$ cat src/rtl/spt_pkg.sv
// Shared types, codes and constants of the stepper position tracker.
package spt_pkg;

   localparam int CPD_W      = 16;
   localparam int LOW_W      = 17;
   localparam int ANGLE_W    = 17;
   localparam int COUNT_W    = 32;
   localparam int STEP_W     = 16;
   localparam int POS_W      = 32;
   localparam int NUM_W      = 48;
   localparam int ITER_W     = $clog2(NUM_W);
   localparam int CSR_IDX_W  = 3;
   localparam int CSR_DATA_W = 17;

   // 25600 = 100 * 2^8: shift by 8, then divide by 100 through a reciprocal
   localparam int SCALE_SHIFT = 8;
   localparam int SCALED_W    = NUM_W - SCALE_SHIFT;
   localparam int QUOT_W      = 23;
   localparam int RECIP_W     = 24;
   localparam int RECIP_SHIFT = 30;

   localparam logic [CSR_IDX_W-1:0] CSR_AZ_CPD    = 3'd0;
   localparam logic [CSR_IDX_W-1:0] CSR_EL_CPD    = 3'd1;
   localparam logic [CSR_IDX_W-1:0] CSR_AZ_LOW    = 3'd2;
   localparam logic [CSR_IDX_W-1:0] CSR_EL_LOW    = 3'd3;
   localparam logic [CSR_IDX_W-1:0] CSR_MAX_STEPS = 3'd4;

   localparam logic [CPD_W-1:0]    CPD_RESET  = 16'd256;
   localparam logic [STEP_W-1:0]   STOW_STEPS = 16'd8000;
   localparam logic [STEP_W-1:0]   STEP_SAT   = 16'hFFFF;
   localparam logic [15:0]         SCALE      = 16'd25600;
   localparam logic [NUM_W-1:0]    HALF_SCALE = 48'd12800;
   localparam logic [RECIP_W-1:0]  RECIP_100  = 24'd10737419;
   localparam logic [SCALED_W-1:0] SCALED_SAT = 40'd6553600;

   typedef enum logic [1:0] {
      OP_READ   = 2'd0,
      OP_PLAN   = 2'd1,
      OP_REPORT = 2'd2,
      OP_FINISH = 2'd3
   } op_type;

   localparam logic [1:0] REPLY_OTHER = 2'd0;
   localparam logic [1:0] REPLY_MOVED = 2'd1;
   localparam logic [1:0] REPLY_DONE  = 2'd2;

   typedef enum logic [2:0] {
      ST_IDLE,
      ST_DECODE,
      ST_MUL,
      ST_SUM,
      ST_DIV_START,
      ST_DIV_WAIT,
      ST_STORE,
      ST_OUTPUT
   } state_type;

   typedef struct packed {
      logic load_req;
      logic read_el;
      logic mul;
      logic sum;
      logic div_start;
      logic store;
      logic out_load;
   } cmd_type;

   typedef struct packed {
      op_type op;
      logic   stow;
      logic   div_done;
   } status_type;

endpackage

$ cat src/rtl/spt_divider.sv
// Bit-serial restoring divider, one quotient bit per cycle.
module spt_divider (
   input  logic                      clock,
   input  logic                      reset,
   input  logic                      start,
   input  logic [spt_pkg::NUM_W-1:0] dividend,
   input  logic [15:0]               divisor,
   output logic                      done,
   output logic [spt_pkg::NUM_W-1:0] quotient
);
   import spt_pkg::*;

   logic              busy_ff, busy_in;
   logic              done_ff, done_in;
   logic [ITER_W-1:0] iter_ff, iter_in;
   logic [NUM_W-1:0]  quo_ff, quo_in;
   logic [15:0]       rem_ff, rem_in;
   logic [15:0]       dvs_ff, dvs_in;
   logic [16:0]       shifted;
   logic [16:0]       diff;
   logic              ge;

   assign shifted = {rem_ff, quo_ff[NUM_W-1]};
   assign diff    = shifted - {1'b0, dvs_ff};
   assign ge      = shifted >= {1'b0, dvs_ff};

   always_comb begin
      busy_in = busy_ff;
      done_in = 1'b0;
      iter_in = iter_ff;
      quo_in  = quo_ff;
      rem_in  = rem_ff;
      dvs_in  = dvs_ff;
      if (start) begin
         busy_in = 1'b1;
         iter_in = '0;
         quo_in  = dividend;
         rem_in  = '0;
         dvs_in  = divisor;
      end else if (busy_ff) begin
         quo_in  = {quo_ff[NUM_W-2:0], ge};
         rem_in  = ge ? diff[15:0] : shifted[15:0];
         iter_in = iter_ff + 1'b1;
         if (iter_ff == ITER_W'(NUM_W - 1)) begin
            busy_in = 1'b0;
            done_in = 1'b1;
         end
      end
   end

   always_ff @(posedge clock) begin
      if (reset) begin
         busy_ff <= 1'b0;
         done_ff <= 1'b0;
         iter_ff <= '0;
      end else begin
         busy_ff <= busy_in;
         done_ff <= done_in;
         iter_ff <= iter_in;
      end
      quo_ff <= quo_in;
      rem_ff <= rem_in;
      dvs_ff <= dvs_in;
   end

   assign done     = done_ff;
   assign quotient = quo_ff;

endmodule

$ cat src/rtl/spt_datapath.sv
// Datapath: configuration, step counts, sent moves, arithmetic and result registers.
module spt_datapath (
   input  logic                           clock,
   input  logic                           reset,
   input  spt_pkg::cmd_type               cmd,
   output spt_pkg::status_type            status,
   input  logic [1:0]                     req_operation,
   input  logic                           req_axis,
   input  logic signed [spt_pkg::ANGLE_W-1:0] req_target_angle,
   input  logic                           req_stow_active,
   input  logic [1:0]                     req_reply_kind,
   input  logic [spt_pkg::STEP_W-1:0]     req_reply_count,
   input  logic                           csr_write_enable,
   input  logic [spt_pkg::CSR_IDX_W-1:0]  csr_index,
   input  logic [spt_pkg::CSR_DATA_W-1:0] csr_write_data,
   output logic                           rsp_issue_move,
   output logic                           rsp_move_positive,
   output logic [spt_pkg::STEP_W-1:0]     rsp_move_count,
   output logic signed [spt_pkg::POS_W-1:0] rsp_az_position,
   output logic signed [spt_pkg::POS_W-1:0] rsp_el_position
);
   import spt_pkg::*;

   // captured item
   op_type             op_ff, op_in;
   logic               axis_ff, axis_in;
   logic [ANGLE_W-1:0] target_ff, target_in;
   logic               stow_ff, stow_in;
   logic [1:0]         kind_ff, kind_in;
   logic [STEP_W-1:0]  reply_ff, reply_in;

   // configuration
   logic [1:0][CPD_W-1:0] cpd_ff, cpd_in;
   logic [1:0][LOW_W-1:0] low_ff, low_in;
   logic [STEP_W-1:0]     max_ff, max_in;

   // tracked state
   logic [1:0][COUNT_W-1:0] count_ff, count_in;
   logic [1:0][STEP_W-1:0]  sent_count_ff, sent_count_in;
   logic [1:0]              sent_pos_ff, sent_pos_in;
   logic [1:0]              sent_valid_ff, sent_valid_in;

   // arithmetic
   logic signed [NUM_W-1:0] prod_a_ff, prod_a_in;
   logic signed [NUM_W-1:0] prod_b_ff, prod_b_in;
   logic signed [NUM_W-1:0] lim_ff, lim_in;
   logic signed [NUM_W-1:0] num_ff, num_in;
   logic [POS_W-1:0]        az_res_ff, az_res_in;
   logic [POS_W-1:0]        el_res_ff, el_res_in;
   logic [SCALED_W-1:0]     scaled_ff, scaled_in;
   logic [STEP_W-1:0]       plan_q_ff, plan_q_in;

   // result registers
   logic              issue_ff, issue_in;
   logic              pos_ff, pos_in;
   logic [STEP_W-1:0] mcount_ff, mcount_in;
   logic [POS_W-1:0]  az_pos_ff, az_pos_in;
   logic [POS_W-1:0]  el_pos_ff, el_pos_in;

   logic                      is_read;
   logic                      sel_axis;
   logic signed [COUNT_W-1:0] count_sel;
   logic [CPD_W-1:0]          cpd_sel;
   logic [CPD_W-1:0]          cpd_m;
   logic signed [LOW_W-1:0]   low_sel;
   logic signed [ANGLE_W:0]   diff;
   logic signed [ANGLE_W:0]   mult_a;
   logic signed [CPD_W:0]     mult_b;
   logic signed [ANGLE_W+CPD_W+1:0] prod_b_full;
   logic signed [NUM_W-1:0]   prod_a_full;
   logic [30:0]               lim_prod;
   logic signed [NUM_W-1:0]   plan_n;
   logic signed [NUM_W-1:0]   plan_clamped;
   logic [NUM_W-1:0]          mag;
   logic [NUM_W-1:0]          rounded;
   logic [RECIP_W+QUOT_W-1:0] recip_prod;
   logic                      div_go;
   logic [NUM_W-1:0]          dividend;
   logic [15:0]               divisor;
   logic                      div_done;
   logic [NUM_W-1:0]          quotient;
   logic [POS_W-1:0]          read_res;
   logic [STEP_W-1:0]         plan_cnt;
   logic                      plan_pos;
   logic [COUNT_W-1:0]        delta;

   assign is_read   = (op_ff == OP_READ);
   assign sel_axis  = is_read ? cmd.read_el : axis_ff;
   assign count_sel = $signed(count_ff[sel_axis]);
   assign cpd_sel   = cpd_ff[sel_axis];
   assign cpd_m     = (is_read && cpd_sel == '0) ? CPD_W'(1) : cpd_sel;
   assign low_sel   = $signed(low_ff[sel_axis]);
   assign diff      = $signed({target_ff[ANGLE_W-1], target_ff})
                      - $signed({low_sel[LOW_W-1], low_sel});
   assign mult_a    = is_read ? $signed({low_sel[LOW_W-1], low_sel}) : diff;
   assign mult_b    = $signed({1'b0, cpd_m});
   assign prod_b_full = mult_a * mult_b;
   assign prod_a_full = count_sel * $signed({1'b0, SCALE});
   assign lim_prod    = 31'(max_ff) * 31'(SCALE);

   assign plan_n = prod_b_ff - prod_a_ff;
   always_comb begin
      plan_clamped = plan_n;
      if (max_ff != '0) begin
         if (plan_n > lim_ff) begin
            plan_clamped = lim_ff;
         end else if (plan_n < -lim_ff) begin
            plan_clamped = -lim_ff;
         end
      end
   end

   assign mag        = num_ff[NUM_W-1] ? $unsigned(-num_ff) : $unsigned(num_ff);
   assign rounded    = mag + HALF_SCALE;
   assign recip_prod = scaled_ff[QUOT_W-1:0] * RECIP_100;
   assign div_go     = cmd.div_start && is_read;
   assign dividend   = mag;
   assign divisor    = cpd_m;

   spt_divider u_divider (
      .clock    (clock),
      .reset    (reset),
      .start    (div_go),
      .dividend (dividend),
      .divisor  (divisor),
      .done     (div_done),
      .quotient (quotient)
   );

   always_comb begin
      if (num_ff[NUM_W-1]) begin
         if (quotient > NUM_W'(64'h8000_0000)) begin
            read_res = 32'h8000_0000;
         end else begin
            read_res = POS_W'(-quotient);
         end
      end else begin
         if (quotient > NUM_W'(64'h7FFF_FFFF)) begin
            read_res = 32'h7FFF_FFFF;
         end else begin
            read_res = quotient[POS_W-1:0];
         end
      end
   end

   always_comb begin
      if (stow_ff) begin
         plan_cnt = STOW_STEPS;
         plan_pos = 1'b0;
      end else begin
         plan_cnt = plan_q_ff;
         plan_pos = !num_ff[NUM_W-1] && (plan_cnt != '0);
      end
   end

   always_comb begin
      case (kind_ff)
         REPLY_MOVED: delta = COUNT_W'(reply_ff);
         REPLY_DONE:  delta = COUNT_W'(sent_count_ff[axis_ff]);
         default:     delta = '0;
      endcase
   end

   always_comb begin
      op_in     = op_ff;
      axis_in   = axis_ff;
      target_in = target_ff;
      stow_in   = stow_ff;
      kind_in   = kind_ff;
      reply_in  = reply_ff;
      if (cmd.load_req) begin
         op_in     = op_type'(req_operation);
         axis_in   = req_axis;
         target_in = req_target_angle;
         stow_in   = req_stow_active;
         kind_in   = req_reply_kind;
         reply_in  = req_reply_count;
      end
   end

   always_comb begin
      cpd_in = cpd_ff;
      low_in = low_ff;
      max_in = max_ff;
      if (csr_write_enable) begin
         case (csr_index)
            CSR_AZ_CPD:    cpd_in[0] = csr_write_data[CPD_W-1:0];
            CSR_EL_CPD:    cpd_in[1] = csr_write_data[CPD_W-1:0];
            CSR_AZ_LOW:    low_in[0] = csr_write_data[LOW_W-1:0];
            CSR_EL_LOW:    low_in[1] = csr_write_data[LOW_W-1:0];
            CSR_MAX_STEPS: max_in    = csr_write_data[STEP_W-1:0];
            default:       max_in    = max_ff;
         endcase
      end
   end

   always_comb begin
      prod_a_in = prod_a_ff;
      prod_b_in = prod_b_ff;
      lim_in    = lim_ff;
      num_in    = num_ff;
      az_res_in = az_res_ff;
      el_res_in = el_res_ff;
      scaled_in = scaled_ff;
      plan_q_in = plan_q_ff;
      if (cmd.mul) begin
         prod_a_in = prod_a_full;
         prod_b_in = {{(NUM_W-ANGLE_W-CPD_W-2){prod_b_full[ANGLE_W+CPD_W+1]}}, prod_b_full};
         lim_in    = $signed({{(NUM_W-31){1'b0}}, lim_prod});
      end
      if (cmd.sum) begin
         num_in = is_read ? (prod_a_ff + prod_b_ff) : plan_clamped;
      end
      if (cmd.div_start && !is_read) begin
         scaled_in = rounded[NUM_W-1:SCALE_SHIFT];
      end
      if (cmd.store) begin
         if (!is_read) begin
            plan_q_in = (scaled_ff >= SCALED_SAT) ? STEP_SAT
                        : recip_prod[RECIP_SHIFT+STEP_W-1:RECIP_SHIFT];
         end else if (cmd.read_el) begin
            el_res_in = read_res;
         end else begin
            az_res_in = read_res;
         end
      end
   end

   always_comb begin
      count_in      = count_ff;
      sent_count_in = sent_count_ff;
      sent_pos_in   = sent_pos_ff;
      sent_valid_in = sent_valid_ff;
      issue_in      = issue_ff;
      pos_in        = pos_ff;
      mcount_in     = mcount_ff;
      az_pos_in     = az_pos_ff;
      el_pos_in     = el_pos_ff;
      if (cmd.out_load) begin
         issue_in  = 1'b0;
         pos_in    = 1'b0;
         mcount_in = '0;
         az_pos_in = '0;
         el_pos_in = '0;
         case (op_ff)
            OP_READ: begin
               az_pos_in = az_res_ff;
               el_pos_in = el_res_ff;
            end
            OP_PLAN: begin
               sent_valid_in[axis_ff] = (plan_cnt != '0);
               sent_count_in[axis_ff] = plan_cnt;
               sent_pos_in[axis_ff]   = plan_pos;
               issue_in  = (plan_cnt != '0);
               pos_in    = plan_pos;
               mcount_in = plan_cnt;
            end
            OP_REPORT: begin
               if (sent_valid_ff[axis_ff]) begin
                  if (sent_pos_ff[axis_ff]) begin
                     count_in[axis_ff] = count_ff[axis_ff] + delta;
                  end else begin
                     count_in[axis_ff] = count_ff[axis_ff] - delta;
                  end
                  sent_valid_in[axis_ff] = 1'b0;
               end
            end
            OP_FINISH: begin
               if (stow_ff) begin
                  count_in = '0;
               end
            end
            default: begin
               issue_in = 1'b0;
            end
         endcase
      end
   end

   always_ff @(posedge clock) begin
      if (reset) begin
         cpd_ff        <= {CPD_RESET, CPD_RESET};
         low_ff        <= '0;
         max_ff        <= '0;
         count_ff      <= '0;
         sent_count_ff <= '0;
         sent_pos_ff   <= '0;
         sent_valid_ff <= '0;
      end else begin
         cpd_ff        <= cpd_in;
         low_ff        <= low_in;
         max_ff        <= max_in;
         count_ff      <= count_in;
         sent_count_ff <= sent_count_in;
         sent_pos_ff   <= sent_pos_in;
         sent_valid_ff <= sent_valid_in;
      end
      op_ff     <= op_in;
      axis_ff   <= axis_in;
      target_ff <= target_in;
      stow_ff   <= stow_in;
      kind_ff   <= kind_in;
      reply_ff  <= reply_in;
      prod_a_ff <= prod_a_in;
      prod_b_ff <= prod_b_in;
      lim_ff    <= lim_in;
      num_ff    <= num_in;
      az_res_ff <= az_res_in;
      el_res_ff <= el_res_in;
      scaled_ff <= scaled_in;
      plan_q_ff <= plan_q_in;
      issue_ff  <= issue_in;
      pos_ff    <= pos_in;
      mcount_ff <= mcount_in;
      az_pos_ff <= az_pos_in;
      el_pos_ff <= el_pos_in;
   end

   assign status.op       = op_ff;
   assign status.stow     = stow_ff;
   assign status.div_done = div_done;

   assign rsp_issue_move    = issue_ff;
   assign rsp_move_positive = pos_ff;
   assign rsp_move_count    = mcount_ff;
   assign rsp_az_position   = $signed(az_pos_ff);
   assign rsp_el_position   = $signed(el_pos_ff);

endmodule

$ cat src/rtl/spt_controller.sv
// Controller state machine: sequences one item and owns the handshakes.
module spt_controller (
   input  logic                clock,
   input  logic                reset,
   input  logic                req_valid,
   output logic                req_stall,
   output logic                rsp_valid,
   input  logic                rsp_stall,
   input  spt_pkg::status_type status,
   output spt_pkg::cmd_type    cmd
);
   import spt_pkg::*;

   state_type state_ff, state_in;
   logic      second_ff, second_in;
   logic      rsp_valid_ff, rsp_valid_in;
   logic      out_free;

   assign out_free = !rsp_valid_ff || !rsp_stall;

   always_comb begin
      state_in  = state_ff;
      second_in = second_ff;
      case (state_ff)
         ST_IDLE: begin
            if (req_valid) begin
               state_in = ST_DECODE;
            end
         end
         ST_DECODE: begin
            second_in = 1'b0;
            if (status.op == OP_READ || (status.op == OP_PLAN && !status.stow)) begin
               state_in = ST_MUL;
            end else begin
               state_in = ST_OUTPUT;
            end
         end
         ST_MUL:       state_in = ST_SUM;
         ST_SUM:       state_in = ST_DIV_START;
         ST_DIV_START: state_in = (status.op == OP_READ) ? ST_DIV_WAIT : ST_STORE;
         ST_DIV_WAIT: begin
            if (status.div_done) begin
               state_in = ST_STORE;
            end
         end
         ST_STORE: begin
            if (status.op == OP_READ && !second_ff) begin
               second_in = 1'b1;
               state_in  = ST_MUL;
            end else begin
               state_in = ST_OUTPUT;
            end
         end
         ST_OUTPUT: begin
            if (out_free) begin
               state_in = ST_IDLE;
            end
         end
         default: state_in = ST_IDLE;
      endcase
   end

   always_comb begin
      cmd           = '0;
      cmd.read_el   = second_ff;
      req_stall     = 1'b1;
      case (state_ff)
         ST_IDLE: begin
            req_stall    = 1'b0;
            cmd.load_req = req_valid;
         end
         ST_MUL:       cmd.mul       = 1'b1;
         ST_SUM:       cmd.sum       = 1'b1;
         ST_DIV_START: cmd.div_start = 1'b1;
         ST_STORE:     cmd.store     = 1'b1;
         ST_OUTPUT:    cmd.out_load  = out_free;
         default:      req_stall     = 1'b1;
      endcase
   end

   always_comb begin
      rsp_valid_in = rsp_valid_ff;
      if (cmd.out_load) begin
         rsp_valid_in = 1'b1;
      end else if (rsp_valid_ff && !rsp_stall) begin
         rsp_valid_in = 1'b0;
      end
   end

   always_ff @(posedge clock) begin
      if (reset) begin
         state_ff     <= ST_IDLE;
         second_ff    <= 1'b0;
         rsp_valid_ff <= 1'b0;
      end else begin
         state_ff     <= state_in;
         second_ff    <= second_in;
         rsp_valid_ff <= rsp_valid_in;
      end
   end

   assign rsp_valid = rsp_valid_ff;

   a_accept_then_busy: assert property (@(posedge clock) disable iff (reset)
      req_valid && !req_stall |=> req_stall)
      else $error("input accepted while an item is still in work");

   a_div_done_in_wait: assert property (@(posedge clock) disable iff (reset)
      status.div_done |-> state_ff == ST_DIV_WAIT)
      else $error("divider finished outside the wait state");

   a_second_pass_read: assert property (@(posedge clock) disable iff (reset)
      state_ff == ST_STORE && second_ff |-> status.op == OP_READ)
      else $error("second divide pass on a non-read item");

   a_rsp_from_output: assert property (@(posedge clock) disable iff (reset)
      $rose(rsp_valid_ff) |-> $past(state_ff) == ST_OUTPUT)
      else $error("result raised outside the output state");

endmodule

$ cat src/rtl/stepper_position_tracker.sv
// Top level of the two-axis stepper position tracker.
//
//   channel  direction  handshake             payload
//   req      in         req_valid/req_stall   operation, axis, target, stow, reply
//   rsp      out        rsp_valid/rsp_stall   move fields, az and el positions
//   csr      in         csr_write_enable      csr_index, csr_write_data
//
// One item at a time. A read runs one bit-serial divide by counts per degree for each
// axis, each pass yielding a 48-bit quotient. A plan needs no divider: the divide by
// 25600 is a shift and a reciprocal multiply. Stow plans, reports and finishes skip the
// arithmetic and go straight to output.
// Reset is synchronous; counts, sent moves and configuration registers take reset values.
// A new item is taken while a finished result waits under rsp_stall.
module stepper_position_tracker (
   input  logic                           clock,
   input  logic                           reset,
   input  logic                           req_valid,
   output logic                           req_stall,
   input  logic [1:0]                     req_operation,
   input  logic                           req_axis,
   input  logic signed [spt_pkg::ANGLE_W-1:0] req_target_angle,
   input  logic                           req_stow_active,
   input  logic [1:0]                     req_reply_kind,
   input  logic [spt_pkg::STEP_W-1:0]     req_reply_count,
   output logic                           rsp_valid,
   input  logic                           rsp_stall,
   output logic                           rsp_issue_move,
   output logic                           rsp_move_positive,
   output logic [spt_pkg::STEP_W-1:0]     rsp_move_count,
   output logic signed [spt_pkg::POS_W-1:0] rsp_az_position,
   output logic signed [spt_pkg::POS_W-1:0] rsp_el_position,
   input  logic                           csr_write_enable,
   input  logic [spt_pkg::CSR_IDX_W-1:0]  csr_index,
   input  logic [spt_pkg::CSR_DATA_W-1:0] csr_write_data
);
   import spt_pkg::*;

   cmd_type    cmd;
   status_type status;

   spt_controller u_controller (
      .clock     (clock),
      .reset     (reset),
      .req_valid (req_valid),
      .req_stall (req_stall),
      .rsp_valid (rsp_valid),
      .rsp_stall (rsp_stall),
      .status    (status),
      .cmd       (cmd)
   );

   spt_datapath u_datapath (
      .clock             (clock),
      .reset             (reset),
      .cmd               (cmd),
      .status            (status),
      .req_operation     (req_operation),
      .req_axis          (req_axis),
      .req_target_angle  (req_target_angle),
      .req_stow_active   (req_stow_active),
      .req_reply_kind    (req_reply_kind),
      .req_reply_count   (req_reply_count),
      .csr_write_enable  (csr_write_enable),
      .csr_index         (csr_index),
      .csr_write_data    (csr_write_data),
      .rsp_issue_move    (rsp_issue_move),
      .rsp_move_positive (rsp_move_positive),
      .rsp_move_count    (rsp_move_count),
      .rsp_az_position   (rsp_az_position),
      .rsp_el_position   (rsp_el_position)
   );

endmodule
$ cat config.mk
export PLATFORM = sky130hd
export DESIGN_NAME = stepper_position_tracker
export DESIGN_NICKNAME = d
export VERILOG_FILES = /design/src/rtl/spt_pkg.sv /design/src/rtl/spt_divider.sv /design/src/rtl/spt_datapath.sv /design/src/rtl/spt_controller.sv /design/src/rtl/stepper_position_tracker.sv
export SDC_FILE = /design/constraint.sdc
export NUM_CORES = 2
export LEC_CHECK = 0
export ABC_AREA = 0
export CORE_ASPECT_RATIO = 1.25
export CORE_MARGIN = 2
export CORE_UTILIZATION = 55
export DETAILED_ROUTE_END_ITERATION = 10
export DONT_BUFFER_PORTS = 1
export PLACE_DENSITY_LB_ADDON = 0.1
export REMOVE_ABC_BUFFERS = 1
export SKIP_CTS_REPAIR_TIMING = 1
export SKIP_LAST_GASP = 1
export SLEW_MARGIN = 10
export SYNTH_ARGS = -nofsm -noshare
export SYNTH_HDL_FRONTEND = slang
export SYNTH_HIERARCHICAL = 1
export SYNTH_SLANG_ARGS = --single-unit
$ cat constraint.sdc
create_clock -name clock -period 11 [get_ports clock]
set_input_delay 0.55 -clock clock [delete_from_list [all_inputs] [get_ports clock]]
set_output_delay 0.55 -clock clock [all_outputs]
set_load 0.02 [all_outputs]
==> key figures <==
Route
  – Post-route DRC violation count: 1
  – Drt total wl: around 170000 um
  – Number of design-rule violations left by the first detailed-router iteration: 3342
  – Number of iterations in the first detailed-routing pass: 11
  – Vias per std cell: 5.74
  – Average detailed-routed wire length per instance: roughly 21 um
  – Total number of vias: about 47000
  – Post-route ant nets: 0

Synthesis
  – Synth top area cells: sky130_fd_sc_hd__edfxtp_1, sky130_fd_sc_hd__fa_1, sky130_fd_sc_hd__ha_1
  – Cell type with the highest aggregate area in the netlist: sky130_fd_sc_hd__edfxtp_1
  – Number of distinct library cell variants in the gate-level netlist after synthesis: 105
  – Count leader, synth: sky130_fd_sc_hd__inv_1
  – Sequential fraction of the synthesis area: around 28%
  – Top post-synthesis cells by count: sky130_fd_sc_hd__inv_1, sky130_fd_sc_hd__ha_1, sky130_fd_sc_hd__nand2_1
  – Number of warnings reported in the yosys synthesis log: 6
  – Async set-reset flop share out of synthesis: 0%
  – Netlist area before placement: between 60000 and 70000 sq um
  – Gate count after technology mapping: around 6600
  – Area share of the largest cell type after synthesis: 21.4%
  – EDFF count, synth: roughly 450
  – Post-Synthesis Mean Instance Area: between 9 and 10 sq um
  – Seq cells post-synth: about 660
  – Primary flip-flop cell chosen by synthesis mapping: sky130_fd_sc_hd__edfxtp_1

Die
  – Area of the core: about 110000 sq um
  – Total die area: ~120000 sq um
  – Starting utilization of the core area: between 50% and 60%
  – Number of placement rows: ~140
  – Die Span Y: 381 um
  – Die Span X: ~310 um
  – Number of top-level design ports: 148

STA
  – Hold Slack: -0.0199 ns
  – Final number of hold-violating endpoints: 9
  – Slew Limit Fails: 0
  – Setup repair after global routing missed its margin: false
  – Final setup violating endpoints: 0
  – Slew @ Worst Pin: ~1.1 ns
  – Post-Route Setup TNS: 0 ns
  – Clock period minus worst slack: a little over 10 ns
  – Post-route clock period utilization: approximately 94%
  – FMAX: between 90 and 100 MHz
  – Slew headroom: approximately 29%
  – Worst clock skew: 0.0370 ns

Placed design
  – Placed wire-length estimate: approximately 130000 um
  – Count of buffers inserted at the top-level ports: 0
  – Routability Congestion: about 0.97

Finish
  – Total inserted antenna cells: 0
  – Area growth from synthesis to final layout: 7.32%
  – Layout cell share with drive strength beyond 1: roughly 5.9%
  – # nets final: roughly 7900

Critical path
  – Critical-path maximum fanout: 20
  – Cells on worst reg2reg path: 39
  – Path type of the worst setup path: flip-flop to flip-flop
  – Setup slack, reg-to-reg: roughly 0.64 ns
  – Slowest-stage cell, CP: sky130_fd_sc_hd__fa_1
  – Largest incremental delay on the critical path: 0.62 ns
  – Startpoint Class: flip-flop
  – Arrival time of the worst setup path: ~11 ns
  – Endpoint of the worst-slack reg-to-reg timing path: u_datapath/prod_b_ff[32]
  – Dominant cell type by count on the critical path: sky130_fd_sc_hd__fa_1
  – Data required time at the worst endpoint: approximately 11 ns
  – Endpoint kind of the worst setup timing path: flip-flop
  – Dominant delay contributor by cell family on the critical path: adder cells
  – Source of the worst register-to-register timing path: u_datapath/op_ff[1]
  – Buffers & Inverters on Critical Path: 7

Clock tree
  – Maximum clock path buffer count: 3
  – Depth of the CTS H-tree: 3
  – Number of buffers added by the clock tree synthesis step: slightly above 70
  – CTS root buffer: sky130_fd_sc_hd__clkbuf_16
  – Latest clock arrival within the worst-skew pair: approximately 0.70 ns
  – Reg clk slew, reported paths: about 0.060 ns
  – CTS tree: built
  – Clock Sink Count: around 660

Power and ir drop
  – Internal portion of total power: approximately 10000 uW
  – Proportion of power drawn by flip-flops and latches: about 17%
  – Leakage power total: 0.0298 uW
  – Power density normalized to cell area: ~300 nW/um^2
  – VDD IR-drop max: ~1 mV
  – Switching share of power: just under 50%
  – Total power consumption of the routed design: 20300 uW
  – Power share of the clock group: between 10% and 20%
  – Portion of total power attributed to combinational logic: a little under three quarters
  – Sw Pwr: between 9000 and 10000 uW

Global routing
  – Wire length of the first global-routing pass: 259000 um
  – Met1 layer usage reported by global route: 34.2%
  – Met3 capacity usage during global routing: 3.01%
  – Overall fraction of global-route tracks in use: between 20% and 30%
  – Antenna violations before repair: 1
  – Global routing's busiest layer: met2
  – Overflow left after global routing: 0
  – Grt met2 use: about 50%
  – Number of global-route vias before repair: roughly 47000
  – Pin count of the biggest net entering global routing: 158

Worst hold path
  – Hold Crit Class: primary input to flip-flop
  – Hold endpoint: u_datapath/cpd_ff[16]
  – Launch point of the worst hold path: csr_write_data[0]
  – Worst hold path cell count: 2

Status
  – Failing checks: design-rule violations, negative hold slack
  – Status: finished with violations

Job
  – Count of max-cap constraint violations: 0
[how the worst max path moves through the flow]
stage / start / end / slack, ns / cells past startpoint
final: u_datapath/op_ff[1] / u_datapath/prod_b_ff[32] / 0.64 / 39
after global routing: u_datapath/op_ff[1] / u_datapath/prod_b_ff[32] / 0.03 / 42
after CTS: u_datapath/op_ff[1] / u_datapath/prod_b_ff[32] / 0.11 / 38
after detailed placement: u_datapath/op_ff[1] / u_datapath/prod_b_ff[32] / 0.14 / 37
after global placement: u_datapath/op_ff[1] / u_datapath/prod_b_ff[32] / 0.42 / 38
after floorplan: u_datapath/op_ff[0] / u_datapath/prod_b_ff[32] / -7.29 / 40
[worst register-to-register path: cells and delay by family, from the launching register on]
kind                     cells  cell delay, ns
flip-flops                   1            0.42
buffers and inverters        7            0.73
AO/OA/AOI/OAI               14            3.56
AND/OR/NAND/NOR              7            0.91
adder cells (fa/ha/maj)      9            4.11
multiplexers                 2            0.43
[sequential cells by signal, summed over array words and instances, names as in the netlist, 17 cells and up]
register,count
u_datapath/u_divider/quotient,48
u_datapath/num_ff,48
u_datapath/el_res_ff,32
u_datapath/rsp_el_position,32
u_datapath/sent_count_ff,32
u_datapath/prod_b_ff,35
u_datapath/low_ff,34
u_datapath/cpd_ff,32
u_datapath/target_ff,17
u_datapath/count_ff,64
u_datapath/prod_a_ff,38
u_datapath/az_res_ff,32
u_datapath/rsp_az_position,32
u_datapath/scaled_ff,40
u_datapath/lim_ff,21
[kinds of logic after synthesis]
kind of cell             count (synthesis)  share of synthesized area (%)
flip-flops                             658                           28.1
buffers and inverters                 1303                           7.94
AO/OA/AOI/OAI                         1177                           12.3
adder cells (fa/ha/maj)               1229                           30.8
multiplexers                           188                           3.24
AND/OR/NAND/NOR                       1783                           13.4
XOR/XNOR                               299                           4.18
[layer usage]
layer  wire [um]  share of wire (%)  vias to the layer above
met5          13             0.0077                        -
met4        9020                5.3                        2
met3        7370                4.4                      369
met2       84800                 50                     1221
met1       67700                 40                    22800
li1            -                  -                    22300
[layout make-up]
class	count	area (sq um)
fillers	9850	45800
multi-input cells	4676	40200
clock inverters	32	357
inverters	1061	3980
clock buffers	99	2000
well taps	1470	1840
repair buffers	138	1240
flip-flops and latches	658	17600
[cell usage in the layout, fill, tap and decap left out, drive strengths merged, types with 83 or more instances in the layout]
cell type     n
a21o         87
o21ai       192
fa          529
nand2       626
buf          83
and2        131
mux2        119
xnor2       223
inv        1062
a21oi       395
nor3         93
ha          696
dfxtp       211
nor2        473
edfxtp      447
clkbuf       99
[through the flow]
stage                     cells  setup WS [ns]  cell area (sq um)  hold WS, ns  utilization [%]
after floorplan            6395          -7.29              61700        0.427                -
after detailed placement   7945          0.140              64300        0.442             56.8
after CTS                  8076          0.110              66600       -0.111             58.9
after global routing       8134         0.0253              67300     0.000218             59.5
after global placement     7945          0.423              64300        0.435             56.8
final                      8134          0.642              67300      -0.0199             59.5
[power by group through the flow]
stage          clock network [uW]  registers (uW)  logic [uW]
3_3_place_gp                    0            3400       14200
2_1_floorplan                   0            3350       10900
3_5_place_dp                    0            3410       14500
4_1_cts                      2470            3360       14600
5_1_grt                      2550            3390       16700
6_report                     2410            3360       14500
No activity file was read; power rests on OpenSTA's default activity.
